### src/tabo_pkg.sv
// ----------------------------------------------------------------------------
// tabo_pkg
// Widths, codes and shared types of the triangle/box overlap test core.
// ----------------------------------------------------------------------------
package tabo_pkg;

    // coordinate width, Q16.16 signed
    localparam int CW      = 32;
    // vertex minus centre, and edge vectors
    localparam int DW      = CW + 1;
    // half extents, unsigned
    localparam int HW      = CW - 1;
    // one coordinate product and the difference of two
    localparam int PW      = 2 * DW;
    localparam int SW      = PW + 1;
    // edge axis radius: product and sum of two
    localparam int RPW     = HW + DW;
    localparam int RW      = RPW + 1;
    localparam int CMPW    = ((SW > RW) ? SW : RW) + 1;
    // normal component, signed, and its magnitude
    localparam int NW      = PW + 1;
    localparam int NMW     = NW - 1;
    // split of the magnitude for the radius products
    localparam int NLO     = NMW / 2;
    localparam int NHI     = NMW - NLO;
    // split of the signed component for the distance products
    localparam int NDL     = NW / 2;
    localparam int NDH     = NW - NDL;
    // final sums along the normal
    localparam int FW      = NW + DW + 2;

    localparam int NSTG    = 7;
    localparam int IN_TDW  = ((9 * CW + 7) / 8) * 8;
    localparam int OUT_TDW = 8;
    localparam int CFG_IW  = 3;

    typedef enum logic [CFG_IW-1:0] {
        CFG_CTR_X  = 0,
        CFG_CTR_Y  = 1,
        CFG_CTR_Z  = 2,
        CFG_HALF_X = 3,
        CFG_HALF_Y = 4,
        CFG_HALF_Z = 5
    } t_cfg_idx;

    typedef logic signed [DW-1:0] t_diff;

    typedef struct packed {
        logic [2:0][CW-1:0] ctr;
        logic [2:0][HW-1:0] half;
    } t_box;

    typedef struct packed {
        logic [NSTG-1:0] en;
        logic [NSTG-1:0] vld;
    } t_pipe_ctl;

endpackage

### src/tabo_front.sv
// ----------------------------------------------------------------------------
// tabo_front
// Vertices relative to the box centre, triangle edges, and the three box
// face axis tests.
// ----------------------------------------------------------------------------
module tabo_front import tabo_pkg::*; (
    input  logic              i_clk,
    input  t_pipe_ctl         i_ctl,
    input  t_box              i_box,
    input  logic [IN_TDW-1:0] i_tdata,
    output t_diff             o_v [3][3],
    output t_diff             o_f [3][3],
    output logic              o_face_sep
);

    t_diff       r_v [3][3];
    t_diff       r_f [3][3];
    t_diff       n_v [3][3];
    t_diff       n_f [3][3];
    logic        r_face_sep;
    logic        n_face_sep;

    // stage 1: shift to the box centre and form the edges
    always_comb begin
        logic signed [DW-1:0] w_vert [3][3];
        logic signed [DW-1:0] w_ctr;
        for (int d = 0; d < 3; d++) begin
            w_ctr = $signed({i_box.ctr[d][CW-1], i_box.ctr[d]});
            for (int i = 0; i < 3; i++) begin
                w_vert[i][d] = $signed({i_tdata[(i*3+d)*CW + CW - 1],
                                        i_tdata[(i*3+d)*CW +: CW]});
                n_v[i][d]    = w_vert[i][d] - w_ctr;
            end
            n_f[0][d] = w_vert[1][d] - w_vert[0][d];
            n_f[1][d] = w_vert[2][d] - w_vert[1][d];
            n_f[2][d] = w_vert[0][d] - w_vert[2][d];
        end
    end

    // stage 2: all three vertices beyond one face of the box
    always_comb begin
        logic signed [DW:0] w_hp;
        logic signed [DW:0] w_hn;
        logic signed [DW:0] w_vv;
        logic               w_lo;
        logic               w_hi;
        n_face_sep = 1'b0;
        for (int d = 0; d < 3; d++) begin
            w_hp = $signed({{(DW + 1 - HW){1'b0}}, i_box.half[d]});
            w_hn = -w_hp;
            w_lo = 1'b1;
            w_hi = 1'b1;
            for (int i = 0; i < 3; i++) begin
                w_vv = $signed({r_v[i][d][DW-1], r_v[i][d]});
                w_lo = w_lo && (w_vv < w_hn);
                w_hi = w_hi && (w_vv > w_hp);
            end
            n_face_sep = n_face_sep || w_lo || w_hi;
        end
    end

    always_ff @(posedge i_clk) begin
        if (i_ctl.en[0]) begin
            r_v <= n_v;
            r_f <= n_f;
        end
        if (i_ctl.en[1]) begin
            r_face_sep <= n_face_sep;
        end
    end

    assign o_v        = r_v;
    assign o_f        = r_f;
    assign o_face_sep = r_face_sep;

endmodule

### config.mk
export PLATFORM = sky130hd
export DESIGN_NAME = tabo_front
export DESIGN_NICKNAME = d
export VERILOG_FILES = /design/src/tabo_pkg.sv /design/src/tabo_front.sv
export SDC_FILE = /design/constraint.sdc
export NUM_CORES = 2
export LEC_CHECK = 0
export BUFFER_PORTS_ARGS = -buffer_cell sky130_fd_sc_hd__buf_2
export CORE_AREA = 2 2 420 422
export DETAILED_ROUTE_END_ITERATION = 8
export DIE_AREA = 0 0 422 424
export HOLD_SLACK_MARGIN = 0.12
export SLEW_MARGIN = 20
export SYNTH_ARGS = -nofsm -noshare
export SYNTH_HDL_FRONTEND = slang
export SYNTH_SLANG_ARGS = --single-unit
export TNS_END_PERCENT = 10
### constraint.sdc
create_clock -name i_clk -period 6.72 [get_ports i_clk]
set_input_delay 1.008 -clock i_clk [delete_from_list [all_inputs] [get_ports i_clk]]
set_output_delay 1.008 -clock i_clk [all_outputs]
set_load 0.02 [all_outputs]
==> out/qor.csv <==
stage,metric,value,unit
floorplanning,start_util,34.8,%
setup_path,r2r_end,o_face_sep,
job,drv_cap,0,
setup_path,crit_fanout,5,
clocking,root_buffer,clkbuf_16,
detailed_routing,drtIter0Drc,4829,
clocking,cts_max_path_buffers,3,
cells_and_area,nets,9364,
sta,slew_headroom,24.2,%
setup_path,critPathRequiredTime,7270,ps
sta,finalCritPeriodShare,80.2,%
detailed_routing,post_drt_wl_per_cell,25.5,microns
clocking,cts_setup_buffers,0,
sta,setup-tns-final,0,ps
floorplanning,io_pins,1087,
floorplanning,core,0.175,sq mm
worst_hold_path,hold_path_class,input port to flip-flop,
placement,place_inst,9965,
setup_path,timing.critical_path.mode_cell,nand4_1,
detailed_routing,dr.pass1.iters,6,
yosys,synth.net_count,8219,
sta,fin_skew,27.1,ps
sta,setup_violations,0,
setup_path,r2r_slack,2660,ps
global_route,grt_antenna_before_repair,76,
floorplanning,num_rows,154,
sta,hold_slack,524,ps
floorplanning,dieArea,0.179,sq mm
run_status,outcome,"finished, final reports clean",
power_and_ir_drop,p_per_area,232,mW/mm^2
placement,dpl.hpwl,222,mm
clocking,clk_pin_slew,60,ps
global_route,grt.overflow.total,0,
floorplanning,dieHeight,424,microns
cells_and_area,nFillCells,17600,
setup_path,arrival,5940,ps
worst_hold_path,hold_depth,1,
yosys,synth-main-ff-cell,edfxtp_1,
sta,rsz0062_at_grt,no,
detailed_routing,post_drt_via_cell_ratio,5.60,
setup_path,reg2regPathDepth,11,
global_route,grt_max_degree,143,
detailed_routing,vias,56900,
yosys,async_flop_share,0,%
global_route,track_usage,27.6,%
yosys,netlist_area,0.0608,sq mm
setup_path,end_kind,flip-flop,
power_and_ir_drop,power,16.7,mW
detailed_routing,ant_nets,0,
floorplanning,die_width,422,microns
yosys,syn_inst,6560,
setup_path,path_buf_inv,2,
yosys,ys.warnings.count,0,
yosys,synth.avg_cell_area,9.27,sq um
sta,max_freq,186,MHz
clocking,htreeDepth,3,
clocking,cts_resized,0,
detailed_routing,wl,259,mm
cells_and_area,drive_gt1_share,16.4,%
sta,report.final.slew_viol_count,0,
setup_path,path_class,input port to flip-flop,
clocking,clk_latency,700,ps
yosys,synth-edff-count,595,
worst_hold_path,holdCritStartpoint,i_ctl[8],
clocking,ctsHoldBuffers,0,
setup_path,critical_path.slowest_cell,nor4_1,
worst_hold_path,min_to,o_face_sep,
cells_and_area,stdcell_count,10200,
cells_and_area,final_util,41.2,%
setup_path,r2r-start,o_v[244],
yosys,yosysSeqAreaShare,29.4,%
global_route,grt_pass1_wl,365,mm
setup_path,crit_family,simple AND/OR/NAND/NOR gates,
placement,dp_slack,514,ps
setup_path,critical-path-max-stage-delay,680,ps
setup_path,cp_num_cells,19,
global_route,grt_pass1_vias,54200,
clocking,clock_sinks,595,
cells_and_area,final_area,0.0720,sq mm
sta,worst_pin_slew,1110,ps
detailed_routing,drc,0,
clocking,cts_tree,built,
setup_path,startpoint_type,input port,
setup_path,cp_cell_sequence,buf_2 > inv_1 > nand4_1 > nor4_1 > nand2_1 > or4_1 > nand3b_1 > nor3_1 > xnor2_1 > ha_1 > nor2b_1 > o21ai_0 > nand2b_1 > a21oi_1 > o21ai_0 > a2111oi_0 > a221o_1 > nand4_1 > nand4_1,
sta,hold_violations,0,
placement,port_buffers,1074,
placement,placed_area,0.0692,sq mm
placement,gp_congestion,1.03,
yosys,ys_types,81,
power_and_ir_drop,ir_drop,184,uV
power_and_ir_drop,power_leakage,34.0,nW
sta,period_minus_slack,5390,ps
sta,fin_ws,1330,ps
cells_and_area,syn2layout_area_growth,18.5,%
yosys,synth-seq-cells,595,
clocking,cts_made_buffers,78,
-- cell usage in the layout (no fill, tap or decap), types with 127 or more instances in the layout --
| cell | Yosys | layout |
|---|---|---|
| o21a_1 | 137 | 137 |
| a21o_1 | 331 | 331 |
| xnor2_1 | 417 | 417 |
| ha_1 | 1149 | 1149 |
| o21ai_0 | 335 | 335 |
| nand3_1 | 143 | 143 |
| nand2_1 | 286 | 286 |
| nor2_1 | 357 | 357 |
| a21oi_1 | 602 | 602 |
| inv_1 | 706 | 706 |
| nor3_1 | 127 | 127 |
| edfxtp_1 | 595 | 595 |
| nor2b_1 | 132 | 132 |
| buf_2 | 0 | 1073 |
| xor2_1 | 133 | 133 |
| nand4_1 | 169 | 169 |
-- where the power goes --
group | switching [mW] | total, mW | internal [mW]
logic | 4.19 | 6.64 | 2.45
clock network | 1.90 | 4.51 | 2.61
registers | 0.655 | 5.58 | 4.92
-- state kept, by name (all words and copies together) (netlist names) --
register,cells
o_face_sep,1
o_v,297
o_f,297
-- synthesized netlist by cell type, drive strengths merged (10+ instances only) --
master | n | share of area [%]
a311oi | 10 | 0.14
o31ai | 33 | 0.41
or4 | 23 | 0.32
and2 | 23 | 0.24
nand2b | 120 | 1.2
nor3 | 129 | 1.1
o21ai | 354 | 2.9
nor4 | 46 | 0.53
edfxtp | 595 | 29
nand3 | 145 | 1.2
clkbuf | 27 | 0.17
or3 | 18 | 0.19
o2111ai | 14 | 0.20
and3 | 55 | 0.57
a21oi | 603 | 5.0
a21o | 331 | 4.1
and4 | 14 | 0.20
a21boi | 18 | 0.22
a211oi | 42 | 0.52
a2111oi | 46 | 0.66
o21a | 137 | 1.7
a221oi | 12 | 0.17
o31a | 34 | 0.49
nor2 | 360 | 2.2
a211o | 23 | 0.33
o311ai | 24 | 0.35
o211ai | 34 | 0.42
xor2 | 133 | 1.9
a31oi | 74 | 0.76
a41oi | 17 | 0.24
nor2b | 132 | 1.4
xnor2 | 418 | 6.1
o21bai | 61 | 0.75
nand2 | 289 | 1.8
inv | 706 | 4.4
ha | 1149 | 24
fa | 18 | 0.59
nand4 | 169 | 1.7
a31o | 19 | 0.27
-- cells by family after synthesis --
group / after synthesis / share of synthesized area (%)
compound gates: 1955 / 20.7
xor+xnor: 551 / 7.97
fa+ha+maj: 1169 / 24.3
buf+inv: 733 / 4.52
flops: 595 / 29.4
mux: 8 / 0.142
simple gates: 1549 / 13.1
-- cell type report --
class                      instances  area (sq um)  area share (%)
clock buffer                      87          1990            2.76
tap                             2340          2930            4.06
sequential                       595         17900            24.8
clock inverter                    59           722            1.00
antenna                           46           115           0.160
multi-input combinational       5232         40200            55.8
timing repair buffer            1092          5560            7.71
inverter                         706          2650            3.68
-- metal layers --
layer	wire [microns]	up-vias	track usage [%]	share of wire [%]
li1	-	26900	-	-
met1	112000	27400	36.0	43
met2	117000	2141	44.5	45
met3	15700	472	3.80	6.1
met4	14200	18	14.2	5.5
met5	109	-	0	0.042
-- how the worst max path moves through the flow --
| stage | from | endpoint | slack (ps) |
|---|---|---|---|
| after detailed placement | i_box[47] | o_face_sep | 510 |
| after CTS | i_box[47] | o_face_sep | 1300 |
| final | i_box[47] | o_face_sep | 1330 |
| after global routing | i_box[47] | o_face_sep | 910 |
| after floorplan | i_box[67] | o_face_sep | 1520 |
| after global placement | i_box[47] | o_face_sep | 550 |
No activity file was read; power rests on OpenSTA's default activity.
