--- config.mk ---
export PLATFORM = sky130hd
export DESIGN_NAME = tabo_ctrl
export DESIGN_NICKNAME = d
export VERILOG_FILES = /design/src/tabo_pkg.sv /design/src/tabo_ctrl.sv
export SDC_FILE = /design/constraint.sdc
export NUM_CORES = 1
export LEC_CHECK = 0
export ABC_AREA = 1
export BUFFER_PORTS_ARGS = -buffer_cell sky130_fd_sc_hd__buf_2
export CORE_AREA = 2 2 39 41
export CTS_CLUSTER_DIAMETER = 150
export DETAILED_ROUTE_END_ITERATION = 8
export DIE_AREA = 0 0 41 43
export GPL_TIMING_DRIVEN = 0
export HOLD_SLACK_MARGIN = 0.02
export PLACE_DENSITY_LB_ADDON = 0.25
export SYNTH_ARGS = -nofsm -noshare
export SYNTH_HDL_FRONTEND = slang
export SYNTH_SLANG_ARGS = --single-unit
--- constraint.sdc ---
create_clock -name i_clk -period 1.6 [get_ports i_clk]
set_clock_uncertainty 0.15 [all_clocks]
set_input_delay 0.32 -clock i_clk [delete_from_list [all_inputs] [get_ports i_clk]]
set_output_delay 0.32 -clock i_clk [all_outputs]
set_load 0.01 [all_outputs]
--- src/tabo_pkg.sv ---
// ----------------------------------------------------------------------------
// tabo_pkg
// Widths, codes and shared types of the triangle/box overlap test core.
// ----------------------------------------------------------------------------
package tabo_pkg;

    // coordinate width, Q16.16 signed
    localparam int CW      = 32;
    // vertex minus centre, and edge vectors
    localparam int DW      = CW + 1;
    // half extents, unsigned
    localparam int HW      = CW - 1;
    // one coordinate product and the difference of two
    localparam int PW      = 2 * DW;
    localparam int SW      = PW + 1;
    // edge axis radius: product and sum of two
    localparam int RPW     = HW + DW;
    localparam int RW      = RPW + 1;
    localparam int CMPW    = ((SW > RW) ? SW : RW) + 1;
    // normal component, signed, and its magnitude
    localparam int NW      = PW + 1;
    localparam int NMW     = NW - 1;
    // split of the magnitude for the radius products
    localparam int NLO     = NMW / 2;
    localparam int NHI     = NMW - NLO;
    // split of the signed component for the distance products
    localparam int NDL     = NW / 2;
    localparam int NDH     = NW - NDL;
    // final sums along the normal
    localparam int FW      = NW + DW + 2;

    localparam int NSTG    = 7;
    localparam int IN_TDW  = ((9 * CW + 7) / 8) * 8;
    localparam int OUT_TDW = 8;
    localparam int CFG_IW  = 3;

    typedef enum logic [CFG_IW-1:0] {
        CFG_CTR_X  = 0,
        CFG_CTR_Y  = 1,
        CFG_CTR_Z  = 2,
        CFG_HALF_X = 3,
        CFG_HALF_Y = 4,
        CFG_HALF_Z = 5
    } t_cfg_idx;

    typedef logic signed [DW-1:0] t_diff;

    typedef struct packed {
        logic [2:0][CW-1:0] ctr;
        logic [2:0][HW-1:0] half;
    } t_box;

    typedef struct packed {
        logic [NSTG-1:0] en;
        logic [NSTG-1:0] vld;
    } t_pipe_ctl;

endpackage

--- src/tabo_ctrl.sv ---
// ----------------------------------------------------------------------------
// tabo_ctrl
// Valid bits and per-stage load enables of the test pipeline.
// ----------------------------------------------------------------------------
module tabo_ctrl import tabo_pkg::*; (
    input  logic      i_clk,
    input  logic      i_rst_n,
    input  logic      i_in_valid,
    output logic      o_in_ready,
    output logic      o_out_valid,
    input  logic      i_out_ready,
    output t_pipe_ctl o_ctl
);

    logic [NSTG-1:0] r_vld;
    logic [NSTG-1:0] n_vld;
    logic [NSTG-1:0] w_en;

    // a stage loads when it is empty or its request moves on
    always_comb begin
        w_en[NSTG-1] = !r_vld[NSTG-1] || i_out_ready;
        for (int k = NSTG - 2; k >= 0; k--) begin
            w_en[k] = !r_vld[k] || w_en[k+1];
        end
        n_vld = r_vld;
        if (w_en[0]) begin
            n_vld[0] = i_in_valid;
        end
        for (int k = 1; k < NSTG; k++) begin
            if (w_en[k]) begin
                n_vld[k] = r_vld[k-1];
            end
        end
    end

    always_ff @(posedge i_clk) begin
        if (!i_rst_n) begin
            r_vld <= '0;
        end else begin
            r_vld <= n_vld;
        end
    end

    assign o_in_ready  = w_en[0];
    assign o_out_valid = r_vld[NSTG-1];
    assign o_ctl.en    = w_en;
    assign o_ctl.vld   = r_vld;

endmodule

==> metrics.txt <==
# TYPE chip_impl_metric gauge
chip_impl_info{name="run_status",value="complete, but fails checks"} 1
chip_impl_info{name="failing_checks",value="negative setup slack"} 1
chip_impl_info{name="worst_setup_path_start_kind",value="flop"} 1
chip_impl_metric{name="number_of_standard_cells_after_synthesis",unit=""} 35
chip_impl_metric{name="clock_tree.htree_level_count",unit=""} 1
chip_impl_metric{name="antenna_violations_before_repair",unit=""} 0
chip_impl_info{name="maxUsedRoutingLayer",value="met3"} 1
chip_impl_info{name="critical_path_class",value="flop to output port"} 1
chip_impl_metric{name="cellPowerDensity",unit="mW/mm²"} 635
chip_impl_metric{name="route.met3.wl",unit="µm"} 73
chip_impl_metric{name="route.antenna.remaining_nets",unit=""} 0
chip_impl_metric{name="post_synth_fa_ha_maj_area_fraction",unit="%"} 0
chip_impl_info{name="worst_path_max_delay_cell",value="sky130_fd_sc_hd__dfxtp_2"} 1
chip_impl_metric{name="synth.ff_latch_count",unit=""} 7
chip_impl_metric{name="holdPathStages",unit=""} 3
chip_impl_metric{name="placeableCoreArea",unit="mm²"} 0.00138
chip_impl_metric{name="synth_compound_area_share",unit="%"} 9.50
chip_impl_metric{name="cts-hold-fix-buffers",unit=""} 0
chip_impl_info{name="worst_hold_startpoint",value="i_in_valid"} 1
chip_impl_metric{name="routedLengthMet1",unit="µm"} 300
chip_impl_metric{name="gp_routability_congestion",unit=""} 0.581
chip_impl_metric{name="detail_route.drc_violations",unit=""} 0
chip_impl_metric{name="grt_first_pass_wirelength",unit="mm"} 1.05
chip_impl_metric{name="synth_seq_area_share",unit="%"} 46.3
chip_impl_metric{name="std_cell_rows",unit=""} 14
chip_impl_metric{name="die_outline_area",unit="mm²"} 0.00176
chip_impl_metric{name="setup_viol",unit=""} 4
chip_impl_metric{name="fp.dieW",unit="µm"} 41
chip_impl_metric{name="postLayoutSetupSlackWorst",unit="ns"} -0.0620
chip_impl_metric{name="grt_overflow_total",unit=""} 0
chip_impl_metric{name="multi_input_area",unit="µm²"} 129
chip_impl_metric{name="initial_core_util",unit="%"} 21.9
chip_impl_metric{name="fin_hold_ws",unit="ns"} 0.161
chip_impl_metric{name="total_cts_buffers",unit=""} 3
chip_impl_metric{name="timing_hold_violations_final",unit=""} 0
chip_impl_info{name="crit_chain",value="nand4_4 -> nor2_4 -> nand4_4 -> buf_6 -> buf_6"} 1
chip_impl_metric{name="synth-warning-count",unit=""} 0
chip_impl_metric{name="worst_r2r_path_depth",unit=""} 6
chip_impl_metric{name="layout.nets",unit=""} 72
chip_impl_metric{name="timing.critical_path.arrival",unit="ns"} 1.19
chip_impl_metric{name="timing.reg2reg.setup_slack",unit="ns"} 0.41
chip_impl_metric{name="cp.required",unit="ns"} 1.13
chip_impl_metric{name="maxSlewViolCount",unit=""} 0
chip_impl_metric{name="synth.avg_cell_area",unit="µm²"} 8.65
chip_impl_info{name="critical_path.reg2reg.startpoint",value="r_vld[6]"} 1
chip_impl_metric{name="nets_in_the_synthesized_netlist",unit=""} 39
chip_impl_metric{name="grt.total_usage",unit="%"} 9.15
chip_impl_metric{name="synthToLayoutAreaGrowth",unit="%"} 86.8
chip_impl_metric{name="ctsLongestPathBuffers",unit=""} 2
chip_impl_info{name="largest_register",value="r_vld"} 1
chip_impl_metric{name="clk_pin_slew_worst_paths",unit="ns"} 0.05
chip_impl_metric{name="total_of_max_cap_violations",unit=""} 0
chip_impl_metric{name="largest_register_ffs",unit=""} 7
chip_impl_metric{name="maximum_number_of_pins_on_one_net_before_global_route_repair",unit=""} 8
chip_impl_info{name="min_path_type",value="input port to flop"} 1
chip_impl_metric{name="detailedPlace.worstSlack",unit="ns"} -0.0706
chip_impl_metric{name="share_of_the_synthesized_netlist_area_taken_by_xor_and_xnor_gates",unit="%"} 0
chip_impl_metric{name="detail_route.wl_per_cell",unit="µm"} 9.46
chip_impl_metric{name="largest_stage_delay_on_the_critical_path",unit="ns"} 0.35
chip_impl_metric{name="initialDrtViolationCount",unit=""} 0
chip_impl_metric{name="clock_sinks",unit=""} 7
chip_impl_metric{name="io_buffers",unit=""} 19
chip_impl_metric{name="route.detailed.vias_per_inst",unit=""} 4.00
chip_impl_metric{name="synth-simple-area-share",unit="%"} 26.9
chip_impl_metric{name="place.detailed.hpwl",unit="µm"} 474
chip_impl_info{name="worst_r2r_endpoint",value="r_vld[5]"} 1
chip_impl_metric{name="vias",unit=""} 332
chip_impl_metric{name="ioPinCount",unit=""} 20
chip_impl_metric{name="total_power",unit="mW"} 0.359
chip_impl_metric{name="netlist-cell-type-count",unit=""} 11
chip_impl_info{name="whs_endpoint",value="r_vld[0]"} 1
chip_impl_info{name="clock_tree.root_cell",value="sky130_fd_sc_hd__clkbuf_4"} 1
chip_impl_metric{name="antennaDiodeCount",unit=""} 0
chip_impl_metric{name="sequential_cell_area",unit="µm²"} 149
chip_impl_metric{name="wl",unit="µm"} 785
chip_impl_metric{name="worst_margin_pin_slew",unit="ns"} 0.225
chip_impl_metric{name="timing.slew.headroom",unit="%"} 85.0
chip_impl_metric{name="die-height",unit="µm"} 43
chip_impl_metric{name="detailroute.wirelength.met2",unit="µm"} 411
chip_impl_info{name="final_cell_mix",value="sky130_fd_sc_hd__buf_2 (16), sky130_fd_sc_hd__inv_1 (10), sky130_fd_sc_hd__buf_4 (9), sky130_fd_sc_hd__buf_6 (5)"} 1
chip_impl_metric{name="max_freq",unit="MHz"} 602
chip_impl_info{name="synth_top_family_by_area",value="simple AND/OR/NAND/NOR gates"} 1
chip_impl_metric{name="post_synth_instance_area",unit="µm²"} 303
chip_impl_metric{name="n_fill_cell",unit=""} 166
chip_impl_metric{name="post_route_cells_drive_above_1_share",unit="%"} 64.2
chip_impl_metric{name="drt_first_pass_iters",unit=""} 1
chip_impl_info{name="final_common_cell",value="sky130_fd_sc_hd__buf_2"} 1
chip_impl_metric{name="yosys-mux-area-fraction",unit="%"} 0
chip_impl_info{name="rsz_0062_raised_after_global_routing",value="true"} 1
chip_impl_info{name="largest_registers",value="r_vld x7"} 1
chip_impl_metric{name="peakVddDrop",unit="V"} 0.000292
chip_impl_info{name="kind_of_end_point_of_the_critical_path",value="output port"} 1
chip_impl_metric{name="worstPathMaxFanout",unit=""} 3
chip_impl_metric{name="clock_insertion_delay_worst_skew",unit="ns"} 0.25
chip_impl_metric{name="final.period_utilization",unit="%"} 104
chip_impl_metric{name="grt_pass1_vias",unit=""} 281
chip_impl_metric{name="post_layout_min_period",unit="ns"} 1.66
chip_impl_metric{name="leakage",unit="nW"} 0.283
chip_impl_info{name="tritoncts",value="done"} 1
## cell type report
cell class / count / share of cell area, %
plain buffers: 2 / 3.32
clock buffers: 4 / 4.65
inverters: 10 / 6.64
multi-input cells: 16 / 22.8
flip-flops and latches: 7 / 26.3
well taps: 16 / 3.54
repair buffers: 28 / 32.7
## report_power, final
group | switching [mW] | internal [mW]
Sequential | 0.00508 | 0.175
Combinational | 0.0123 | 0.00884
Clock | 0.0626 | 0.0950
## per-stage QoR
stage / setup TNS (ns) / instance area, µm² / instances / utilization (%)
4_1_cts: -0.389 / 509 / 79 / 36.8
3_5_place_dp: -0.0706 / 418 / 70 / 30.2
6_report: -0.162 / 566 / 83 / 40.9
2_1_floorplan: 0 / 303 / 35 / -
3_3_place_gp: -0.0641 / 418 / 70 / 30.2
5_1_grt: -0.476 / 566 / 83 / 40.9
## worst max path at each step
stage	from	end	slack (ns)	depth (start not counted)
floorplan	r_vld[6]	o_ctl[7]	0.04	4
global placement	i_out_ready	o_ctl[7]	-0.06	7
detailed placement	i_out_ready	o_ctl[7]	-0.07	7
CTS	r_vld[5]	o_ctl[9]	-0.11	5
global route	r_vld[4]	o_ctl[7]	-0.12	5
finish	r_vld[4]	o_ctl[7]	-0.06	5
## cell usage after synthesis
| cell type | instances | area share, % |
|---|---|---|
| sky130_fd_sc_hd__nor2_1 | 5 | 6.2 |
| sky130_fd_sc_hd__nor2_4 | 1 | 3.7 |
| sky130_fd_sc_hd__nand4_2 | 1 | 4.1 |
| sky130_fd_sc_hd__inv_1 | 10 | 12 |
| sky130_fd_sc_hd__nand3_2 | 1 | 3.3 |
| sky130_fd_sc_hd__buf_4 | 2 | 5.0 |
| sky130_fd_sc_hd__a21oi_2 | 1 | 2.9 |
| sky130_fd_sc_hd__dfxtp_1 | 7 | 46 |
| sky130_fd_sc_hd__a21oi_1 | 4 | 6.6 |
| sky130_fd_sc_hd__nand4_4 | 1 | 7.0 |
| sky130_fd_sc_hd__nand2_1 | 2 | 2.5 |
## repair_timing
action	CTS	global route
buffers inserted	5	4
gates resized for setup	8	6
pin swaps	2	4
setup endpoints to repair	5	7
## worst max-delay path: cells and delay by family (launching register included)
family	cells	cell delay, ns
flip-flops	1	0.35
buffers and inverters	2	0.25
AND/OR/NAND/NOR	3	0.36
## cells by family (layout without fill, tap and decap cells)
kind of cell           after synthesis  in the layout
AOI/OAI and AO/OA                    5              5
and+or+nand+nor                     11             11
buffers and inverters               12             44
DFF                                  7              7
## layer usage
metal  up-vias  GRT usage, %
li1        168             -
met1       147          9.68
met2        17          13.4
met3         0          3.14
met4         0          8.00
met5         -             0
(Power assumes the default switching activity.)
